File: config.mk
export PLATFORM = sky130hd
export DESIGN_NAME = mwms_sqdiv
export DESIGN_NICKNAME = d
export VERILOG_FILES = /design/src/rtl/mwms_pkg.sv /design/src/rtl/mwms_sqdiv.sv
export SDC_FILE = /design/constraint.sdc
export NUM_CORES = 1
export LEC_CHECK = 0
export BUFFER_PORTS_ARGS = -buffer_cell sky130_fd_sc_hd__buf_2
export CAP_MARGIN = 30
export CORE_ASPECT_RATIO = 1.4
export CORE_MARGIN = 1.5
export CORE_UTILIZATION = 28
export CTS_BUF_LIST = sky130_fd_sc_hd__clkbuf_8
export DETAILED_ROUTE_END_ITERATION = 10
export GPL_TIMING_DRIVEN = 0
export MAX_ROUTING_LAYER = met4
export SYNTH_ARGS = -nofsm -noshare
export SYNTH_HDL_FRONTEND = slang
export SYNTH_SLANG_ARGS = --single-unit
File: constraint.sdc
create_clock -name clk -period 10.2 [get_ports clk]
set_input_delay 0.51 -clock clk [delete_from_list [all_inputs] [get_ports clk]]
set_output_delay 0.51 -clock clk [all_outputs]
set_load 0.02 [all_outputs]
File: src/rtl/mwms_pkg.sv
package mwms_pkg;

  localparam int MAX_WINDOW  = 1024;
  localparam int SAMPLE_BITS = 16;
  localparam int RING_AW     = $clog2(MAX_WINDOW);
  localparam int WL_W        = 11;
  localparam int SUM_W       = 27;
  localparam int SQ_W        = 41;
  localparam int N_W         = 52;
  localparam int ACC_W       = 53;
  localparam int MUL_W       = 26;
  localparam int UNUM_W      = 76;
  localparam int UREM_W      = 54;
  localparam int CNT_W       = 7;
  localparam int ROOT_W      = 38;
  localparam int DIV_STEPS   = 76;
  localparam int SQRT_STEPS  = 38;
  localparam int WL_RESET    = 64;
  localparam int WL_MIN      = 2;

  typedef enum logic [3:0] {
    ST_IDLE, ST_SQN, ST_SQO, ST_ADJ, ST_WLO, ST_WHI, ST_SS, ST_N,
    ST_MEAN, ST_SQRT, ST_STD, ST_IDIV, ST_ISQRT, ST_LOAD
  } state_t;

  typedef enum logic {UOP_DIV, UOP_SQRT} uop_t;

  typedef struct packed {
    logic start;
    uop_t op;
  } ucmd_t;

  typedef struct packed {
    logic busy;
    logic done;
  } ustat_t;

endpackage

File: src/rtl/mwms_sqdiv.sv
module mwms_sqdiv (
  input  logic                           clk,
  input  logic                           rst_n,
  input  mwms_pkg::ucmd_t                cmd,
  input  logic [mwms_pkg::UNUM_W-1:0]    num,
  input  logic [mwms_pkg::N_W-1:0]       den,
  output mwms_pkg::ustat_t               stat,
  output logic [mwms_pkg::UNUM_W-1:0]    res
);

  logic                           busy_r, busy_nxt;
  logic                           done_r, done_nxt;
  mwms_pkg::uop_t                 op_r;
  logic [mwms_pkg::UNUM_W-1:0]    x_r;
  logic [mwms_pkg::N_W-1:0]       den_r;
  logic [mwms_pkg::UREM_W-1:0]    rem_r;
  logic [mwms_pkg::UNUM_W-1:0]    q_r;
  logic [mwms_pkg::CNT_W-1:0]     cnt_r;
  logic [mwms_pkg::UREM_W-1:0]    rem_sh, trial, rem_new;
  logic                           ge;

  always_comb begin
    if (op_r == mwms_pkg::UOP_SQRT) begin
      rem_sh = {rem_r[mwms_pkg::UREM_W-3:0], x_r[mwms_pkg::UNUM_W-1 -: 2]};
      trial  = {q_r[mwms_pkg::UREM_W-3:0], 2'b01};
    end else begin
      rem_sh = {rem_r[mwms_pkg::UREM_W-2:0], x_r[mwms_pkg::UNUM_W-1]};
      trial  = {{(mwms_pkg::UREM_W-mwms_pkg::N_W){1'b0}}, den_r};
    end
    ge      = (rem_sh >= trial);
    rem_new = ge ? (rem_sh - trial) : rem_sh;
  end

  always_comb begin
    busy_nxt = busy_r;
    done_nxt = 1'b0;
    if (!busy_r && cmd.start) begin
      busy_nxt = 1'b1;
    end else if (busy_r && (cnt_r == mwms_pkg::CNT_W'(1))) begin
      busy_nxt = 1'b0;
      done_nxt = 1'b1;
    end
  end

  always_ff @(posedge clk) begin
    if (!rst_n) begin
      busy_r <= 1'b0;
      done_r <= 1'b0;
    end else begin
      busy_r <= busy_nxt;
      done_r <= done_nxt;
    end
  end

  always_ff @(posedge clk) begin
    if (!busy_r && cmd.start) begin
      op_r  <= cmd.op;
      x_r   <= num;
      den_r <= den;
      rem_r <= '0;
      q_r   <= '0;
      cnt_r <= (cmd.op == mwms_pkg::UOP_SQRT) ? mwms_pkg::CNT_W'(mwms_pkg::SQRT_STEPS)
                                              : mwms_pkg::CNT_W'(mwms_pkg::DIV_STEPS);
    end else if (busy_r) begin
      x_r   <= (op_r == mwms_pkg::UOP_SQRT) ? {x_r[mwms_pkg::UNUM_W-3:0], 2'b00}
                                            : {x_r[mwms_pkg::UNUM_W-2:0], 1'b0};
      rem_r <= rem_new;
      q_r   <= {q_r[mwms_pkg::UNUM_W-2:0], ge};
      cnt_r <= cnt_r - mwms_pkg::CNT_W'(1);
    end
  end

  assign stat.busy = busy_r;
  assign stat.done = done_r;
  assign res       = q_r;

endmodule

======== Yosys cells after proc, flatten, opt, wreduce, memory -nomap -nowiden ========
Index checks and enable logic that the tools add are counted.
cells by class
  $add $sub $neg .......................... 2
  $lt $le $gt $ge ......................... 1
  equal/unequal tests ..................... 1
  muxes and demuxes ....................... 12
  bitwise gates (word level) .............. 1
  reduce and logical (&&, ||, !) cells .... 6
operator list
  kind                                                  count
  two-way mux 76 bit                                    3
  two-way mux 54 bit                                    2
  >= comparator 54 bit                                  1
  two-way mux 53 bit                                    1
  subtractor 53 bit                                     1
  two-way mux 7 bit                                     3
  equality test 7 x 1 -> 1 bit (second input constant)  1
  subtractor 7 x 1 -> 7 bit (second input constant)     1
  nonzero test 2 bit                                    2
  two-way mux 1 bit                                     3
  logical AND 1 bit                                     2
  OR reduction 2 bit                                    1
  zero test 1 bit                                       1
  inverter 1 bit                                        1
word-level totals
  flip-flop bits (word level) ............. 267
  bits of input ports ..................... 132
  output and inout bits ................... 78
  word-level logic and storage cells ...... 31

======== Longest topological paths before layout ========
Gate-level depths: netlist of the first run.
  depth after elaboration ................. 4
  depth in mapped cells ................... 20
  depth with buffers taken out ............ 13

======== Worst setup path before layout of the first run ========
No wires, ideal clock.
  path type ............................... register to register
  from .................................... register op_r
  to ...................................... register rem_r[51] in the netlist's numbering
  library setup time ...................... 122 ps
  arrival time ............................ 4,442 ps
  required time ........................... 10,078 ps
  path slack .............................. 5,636 ps
  stages on the path, launching flop included .. 21
  path buffers ............................ 8
  period minus slack after synthesis ...... 4,564 ps
  cells stage by stage .................... edfxtp_1 clkbuf_1 clkbuf_1 clkbuf_1 buf_1 mux2i_1 ha_1 buf_2 a21o_1 a21o_1 a21oi_2 nor2b_1 nor2_1 nor4_2 nor2_1 a41o_1 buf_6 buf_12 buf_12 mux2i_1 nand3b_1
on the way
  longest elaborated chain between the ends .. 3
  elaborated cells between the ends (all ways) .. 5
  classes of those cells .................. 1 x add/sub; 1 x order compare; 3 x mux
RTL lines
  what                                                              RTL line                            source
  start, declared                                                   mwms_sqdiv.sv:13                    mwms_pkg::uop_t op_r;
  start signal, assigned                                            mwms_sqdiv.sv:57                    op_r <= cmd.op;
  two-way mux 54 bit                                                mwms_sqdiv.sv:23                    if (op_r == mwms_pkg::UOP_SQRT) begin
  subtractor 53 bit / >= comparator 54 bit (equally long branches)  mwms_sqdiv.sv:31, mwms_sqdiv.sv:30
  two-way mux 53 bit *                                              mwms_sqdiv.sv:31                    rem_new = ge ? (rem_sh - trial) : rem_sh;
  end signal, assigned                                              mwms_sqdiv.sv:67                    rem_r <= rem_new;
  end, declared                                                     mwms_sqdiv.sv:16                    logic [mwms_pkg::UREM_W-1:0] rem_r;
Mark *: on every way between the ends. The rest lies on a longest branch, timed or not.
A chain may end at the register's enable or synchronous reset.

======== Final worst setup path of the first run ========
Same ends and word-level chain as after synthesis.

==> results_dict.tcl, run 1 <==
set metrics [dict create \
    cts_buffers 48 \
    grt_antenna_before_repair 5 \
    layout.cells.most_common_list "nand2_1 (335), buf_2 (220), o21ai_0 (178), mux2i_1 (164), edfxtp_1 (136)" \
    worst_path_dominant_cell_family "buffers and inverters" \
    cts-root-to-sink-buffers 3 \
    final_layout_size_suffix_gt1_frac 0.209 \
    final.period_utilization 0.618 \
    most_common_library_cell_in_the_layout_ignoring_fill_and_taps "nand2_1" \
    pwr_density_cell_nw_per_um2 228 \
    drt-wirelength-per-cell_um 17.7 \
    drtPass1Iterations 5 \
    tritoncts "yes" \
    finalWorstPathRequiredPeriod_ns 6.31 \
    cts_root_buf "clkbuf_8" \
    dominantRegCellSynth "edfxtp_1" \
    synth_cell_types 70 \
    postSynthNetCount 1757 \
    global_route_usage_sum 0.171 \
    setup_violations 0 \
    worst_hold_path_type "input pin to flop" \
    leak_pwr_nw 7.73 \
    route.detailed.vias_per_inst 4.86 \
    first_global_vias 12900 \
    crit_path_end_kind "flop" \
    core_area_sq_um 53200 \
    final-max-slew-violation-count 0 \
    post_cts.repair.setup_buffers 0 \
    ys_warn_count 0 \
    outcome "finished, final reports clean" \
    fin_worst_skew_ns 0.0218 \
    synth.avg_cell_area_sq_um 9.60 \
    largest_net_degree_at_the_start_of_global_routing 75 \
    synth-edff-count 136 \
    routed-via-count 12700 \
    row_count 100 \
    drt-total-wl_um 46500 \
    postSynthRegisterBits 267 \
    netlist_area_sq_um 15000 \
    most_used_cell_along_the_critical_path "clkbuf_1" \
    hold_viol_final 0 \
    die-area_sq_um 55200 \
    syn2layout_area_growth_pct 22.9 \
    die_height_um 277 \
    max-cap-violations 0 \
    clk_transition_reported_paths_ns 0.06 \
    slowest_stage_cell_on_the_critical_path "buf_1" \
    syn_inst 1568 \
    num_io_pins 210 \
    setup.worst_path.start_class "flop" \
    critical_path_peak_fanout 10 \
    nets 2054 \
    gr_overflow_total 0 \
    global_route_wire_length_before_repair_um 71000 \
    clock_tree_sinks 267 \
    post-route-worst-setup-slack_ns 3.89 \
    gp_congestion 0.923 \
    timing.critical_path.cells "clkbuf_1, clkbuf_1, buf_8, clkbuf_1, buf_1, mux2i_1, ha_1, nand2_1, o21ai_0, or2_1, o22ai_1, a31oi_1, a31oi_1, o31a_1, or3_1, mux2i_1, nand3b_1" \
    place_ws_ns 3.91 \
    timing.setup.critical_path_class "flop to flop" \
    fmax_ghz 0.159 \
    worst_path_largest_cell_delay_ns 0.77 \
    buffers_on_ports 209 \
    proportion_of_synthesized_chip_area_in_sequential_cells 0.446 \
    initial_core_util 0.283 \
    required_ns 10.77 \
    floorplan.die.width_um 199 \
    rsz0062_at_grt "false" \
    path_buf_inv 5 \
    max_slew_margin 0.373 \
    drt_iter0_drc 611 \
    ys_async_sr_fraction 0 \
    dpl.hpwl_um 35000 \
    htree_num_levels 2 \
    fin_setup_tns_ns 0 \
    post-route-drc-count 0 \
    postRouteAntennaNets 0 \
    ir_worst_vdd_mv 0.120 \
    timing_worst_slew_pin_value_ns 0.938 \
    arrival_ns 6.88 \
    clock_insertion_delay_worst_skew_ns 0.63 \
]
-- final timing paths --
check             from   endpoint  slack, ns  cells past startpoint
max               op_r  rem_r[51]       3.89                     17
min            den[50]  den_r[50]       0.06                      1
max reg2reg       op_r  rem_r[51]       3.89                     17
min reg2reg  rem_r[10]  rem_r[10]       0.46                      2
-- cell usage after synthesis (3+ instances only) --
cell,n,area [sq um]
o21ai_0,178,891
a21o_1,19,143
and2_1,7,43.8
edfxtp_1,136,4080
o22ai_1,3,18.8
nand3_1,14,70.1
o21ai_2,3,26.3
o211ai_1,3,22.5
clkbuf_1,64,240
dfxtp_1,131,2620
o21bai_1,13,97.6
or4_1,3,22.5
buf_2,11,55.1
o21ai_1,33,165
a21oi_2,4,35.0
buf_1,10,37.5
nand4_1,16,100
nand2_1,335,1260
mux2i_1,164,1640
nand2b_1,3,18.8
o31ai_1,4,30.0
nor3_1,10,50.1
o21a_1,11,82.6
o2bb2a_4,3,60.1
nor2b_1,11,68.8
mux2_2,56,631
a22o_1,12,105
xnor2_1,27,236
nor2_1,39,146
a31oi_1,7,43.8
and3_1,9,56.3
or3_1,4,25.0
o221ai_1,3,26.3
buf_12,5,100
inv_1,22,82.6
ha_1,56,701
a21oi_1,66,330
o221ai_2,5,75.1
xor2_1,25,219
-- logic make-up (layout without fill, tap and decap cells) --
family,Yosys count,after routing,share of synthesized area
XOR/XNOR,52,52,0.0303
adder cells (fa/ha/maj),57,57,0.0479
multiplexers,220,220,0.151
AND/OR/NAND/NOR,468,468,0.133
buffers and inverters,118,454,0.0373
AO/OA/AOI/OAI,386,386,0.155
flip-flops,267,267,0.446
other,0,5,0
-- cell type report --
type / instances / area [sq um]
fill: 5480 / 34700
multi-input combinational: 1183 / 7780
sequential: 267 / 6710
timing repair buffer: 247 / 1490
tap: 714 / 893
clock buffer: 57 / 785
buffer: 95 / 479
clock inverter: 32 / 258
inverter: 23 / 88.8
antenna: 5 / 12.5
-- flip-flops by register name (all words and copies together), names as in the netlist --
name,cells
res,76
x_r,76
rem_r,53
den_r,52
cnt_r,7
busy_r,1
done_r,1
op_r,1
-- power breakdown --
part           internal, W  total, W  switching (W)
Combinational     0.000754   0.00175       0.000997
Clock             0.000615   0.00112       0.000500
Sequential         0.00127   0.00135      0.0000791
Total              0.00264   0.00422        0.00158
-- metal layers --
layer  vias up  GRT usage  wire, um
li1       6239          -         -
met1      6055      0.182     18200
met2       339      0.305     24000
met3       111     0.0343      2440
met4         0     0.0746      1890
met5         -          -         0
-- repair_timing --
action	in CTS	in global routing
gates resized for setup	0	0
hold endpoints to repair	31	0
hold buffers	31	0
-- stage by stage --
stage / area [sq um] / total power [W] / cells / utilization / hold WS (ns)
final: 18500 / 0.00422 / 2623 / 0.348 / 0.0626
after global routing: 18500 / 0.00448 / 2623 / 0.348 / 0.00783
after CTS: 18500 / 0.00426 / 2618 / 0.347 / 0.000527
after detailed placement: 17100 / 0.00310 / 2498 / 0.322 / 0.457
after global placement: 17000 / 0.00307 / 2491 / 0.319 / 0.446
after floorplan: 15000 / 0.00267 / 1568 / - / 0.432
Note: power is estimated with default switching activity, not from simulation.
==> run 2: changes to the inputs <==
ABC_AREA = 1   (was unset)
clock period = 6.16 ns   (was 10.2 ns; I/O delays follow)
==> run 2 against run 1 <==
  * Die area up 10%
  * Sequential power up 70%
  * Clock skew up 0.025 ns
  * Global-route usage up 2.2 points
  * Routed wire length up 25%
  * Highest routed layer unchanged
==> results_dict.tcl, run 2 <==
set metrics [dict create \
    gr_overflow_total 0 \
    power_frac_seq 0.321 \
    synth-edff-count 136 \
    fin_worst_skew_ns 0.0472 \
    post-route-drc-count 0 \
    slowest_stage_cell_on_the_critical_path "clkbuf_1" \
    cts_root_buf "clkbuf_8" \
    clock_tree_sinks 267 \
    dpl.hpwl_um 46600 \
    cts_buffers 42 \
    max_slew_margin 0.349 \
    timing_worst_slew_pin_value_ns 0.976 \
    ys_warn_count 0 \
    worst_path_largest_cell_delay_ns 0.73 \
    yosys.area.top_type "edfxtp_1" \
    tritoncts "yes" \
    synth_most_common_cell "nand2_1" \
    netlist_area_sq_um 16600 \
    clock_power_share 0.207 \
    grt_antenna_before_repair 2 \
    global_route_usage_sum 0.194 \
    drtPass1Iterations 7 \
    nets 2941 \
    proportion_of_synthesized_chip_area_in_sequential_cells 0.405 \
    final.fill_count 6388 \
    htree_num_levels 2 \
    setup.worst_path.start_class "flop" \
    ir_worst_vdd_mv 0.229 \
    die-area_sq_um 60700 \
    largest_net_degree_at_the_start_of_global_routing 63 \
    power_switching_w 0.00315 \
    synth_area_leaders "edfxtp_1 (25%), nand2_1 (19%), dfxtp_1 (16%)" \
    cell_internal_pwr_w 0.00402 \
    fmax_ghz 0.183 \
    routed-via-count 16400 \
    timing.critical_path.cells "clkbuf_1, clkbuf_1, clkbuf_1, nand2_1, o21ai_0, ha_1, nand2_1, nor2_1, and2_1, nand3_1, nand3b_1, nand2_2, nand3_4, buf_4, nand3_1, nand2_1, nand2_1" \
    final_layout_size_suffix_gt1_frac 0.123 \
    outcome "finished, final reports clean" \
    setup_violations 0 \
    synth_cell_types 38 \
    syn_inst 2442 \
    switching_share 0.440 \
    required_ns 6.61 \
    fin_setup_tns_ns 0 \
    post-route-worst-setup-slack_ns 0.685 \
    synth.avg_cell_area_sq_um 6.79 \
    yosysTopAreaCellShare 0.246 \
    buffers_on_ports 209 \
    cts-root-to-sink-buffers 3 \
    route.detailed.vias_per_inst 4.64 \
    finalWorstPathRequiredPeriod_ns 5.47 \
    first_global_vias 16600 \
    postSynthRegisterBits 267 \
    global_route_wire_length_before_repair_um 88900 \
    clk_transition_reported_paths_ns 0.07 \
    core_area_sq_um 58600 \
    dominantRegCellSynth "edfxtp_1" \
    ys_async_sr_fraction 0 \
    drt_iter0_drc 732 \
    drt-total-wl_um 57900 \
    row_count 105 \
    final.period_utilization 0.889 \
    most_common_library_cell_in_the_layout_ignoring_fill_and_taps "nand2_1" \
    postRouteAntennaNets 0 \
    worst_hold_path_type "input pin to flop" \
    post_cts.repair.setup_buffers 0 \
    netlist_top_cells_count "nand2_1 (830), inv_1 (382), a21oi_1 (179)" \
    final-max-slew-violation-count 0 \
    gp_congestion 0.999 \
    num_io_pins 210 \
    most_used_cell_along_the_critical_path "nand2_1" \
    p_comb_frac 0.472 \
    clock_insertion_delay_worst_skew_ns 0.60 \
    initial_core_util 0.283 \
    die_height_um 291 \
    layout.cells.most_common_list "nand2_1 (830), inv_1 (395), buf_2 (210), a21oi_1 (179), nor2_1 (176)" \
    pwr_density_cell_nw_per_um2 359 \
    hold_viol_final 0 \
    max-cap-violations 0 \
    floorplan.die.width_um 209 \
    postSynthNetCount 2631 \
    timing.setup.critical_path_class "flop to flop" \
    leak_pwr_nw 9.79 \
    crit_path_end_kind "flop" \
    drt-wirelength-per-cell_um 16.4 \
    syn2layout_area_growth_pct 20.5 \
    place_ws_ns 0.759 \
    critical_path_peak_fanout 10 \
    arrival_ns 5.92 \
    cts_resized 0 \
    rsz0062_at_grt "false" \
]
run 2: cell count changes in the layout (fill, tap and decap cells not counted), sizes merged, moves of 31 or more:
cell,before,now
o21ai,214,111
o22ai,3,74
nor2,39,183
mux2,56,0
or2,4,35
a21oi,70,180
inv,36,408
nand3,14,104
mux2i,164,1
nand2,337,832
run 2: path summary, 6_finish.rpt:
check | cells past startpoint | from | endpoint | slack (ns)
max | 17 | op_r | rem_r[45] | 0.69
min | 3 | num[0] | x_r[0] | 0.03
max reg2reg | 17 | op_r | rem_r[45] | 0.69
min reg2reg | 2 | rem_r[35] | rem_r[35] | 0.45
run 2: critical path, delay by kind of cell (launching register included):
family | cells | cell delay, ns
simple gates | 11 | 1.98
buf+inv | 4 | 2.23
compound gates | 1 | 0.17
fa+ha+maj | 1 | 0.27
flops | 1 | 0.66
run 2: layer usage:
metal	up-vias	GRT usage	wire, um
met2	446	0.356	29700
met3	142	0.0274	2780
met1	7434	0.196	21800
met4	0	0.111	3560
met5	-	-	0
li1	8380	-	-
run 2: power by group through the flow:
stage               Clock (W)  Combinational [W]  Sequential [W]
global route          0.00159            0.00380         0.00233
detailed placement          0            0.00333         0.00233
CTS                   0.00153            0.00337         0.00230
floorplan                   0            0.00237         0.00230
finish                0.00148            0.00339         0.00230
global placement            0            0.00332         0.00234
run 2: logic make-up (layout without fill, tap and decap cells):
group	count (synthesis)	after routing	share of synthesized area
compound gates	370	370	0.119
other cells	0	2	0
flops	267	267	0.405
fa+ha+maj	57	57	0.0435
simple gates	1220	1220	0.302
buf+inv	499	840	0.116
xor+xnor	28	28	0.0148
mux	1	1	0.000604
run 2: what timing repair did:
action,4_1_cts,5_1_grt
endpoints found under the hold margin,56,0
setup endpoints to repair,0,0
hold buffers,55,0
run 2: through the flow:
step | utilization | cell area, sq um | power (W) | hold WS (ns) | instances
6_report | 0.341 | 20000 | 0.00717 | 0.0305 | 3534
5_1_grt | 0.341 | 20000 | 0.00772 | 0.0274 | 3534
4_1_cts | 0.340 | 19900 | 0.00720 | 0.00213 | 3531
3_5_place_dp | 0.317 | 18600 | 0.00566 | 0.441 | 3401
3_3_place_gp | 0.317 | 18600 | 0.00565 | 0.438 | 3400
2_1_floorplan | - | 16600 | 0.00467 | 0.407 | 2442
run 2: layout make-up:
| class | count | area, sq um | share of cell area |
|---|---|---|---|
| multi-input cells | 1676 | 7950 | 0.398 |
| diodes | 2 | 5.00 | 0.000251 |
| flip-flops and latches | 267 | 6710 | 0.336 |
| clock buffers | 46 | 633 | 0.0317 |
| clock inverters | 29 | 169 | 0.00846 |
| inverters | 398 | 1490 | 0.0748 |
| well taps | 749 | 937 | 0.0469 |
| plain buffers | 101 | 429 | 0.0215 |
| repair buffers | 266 | 1640 | 0.0821 |
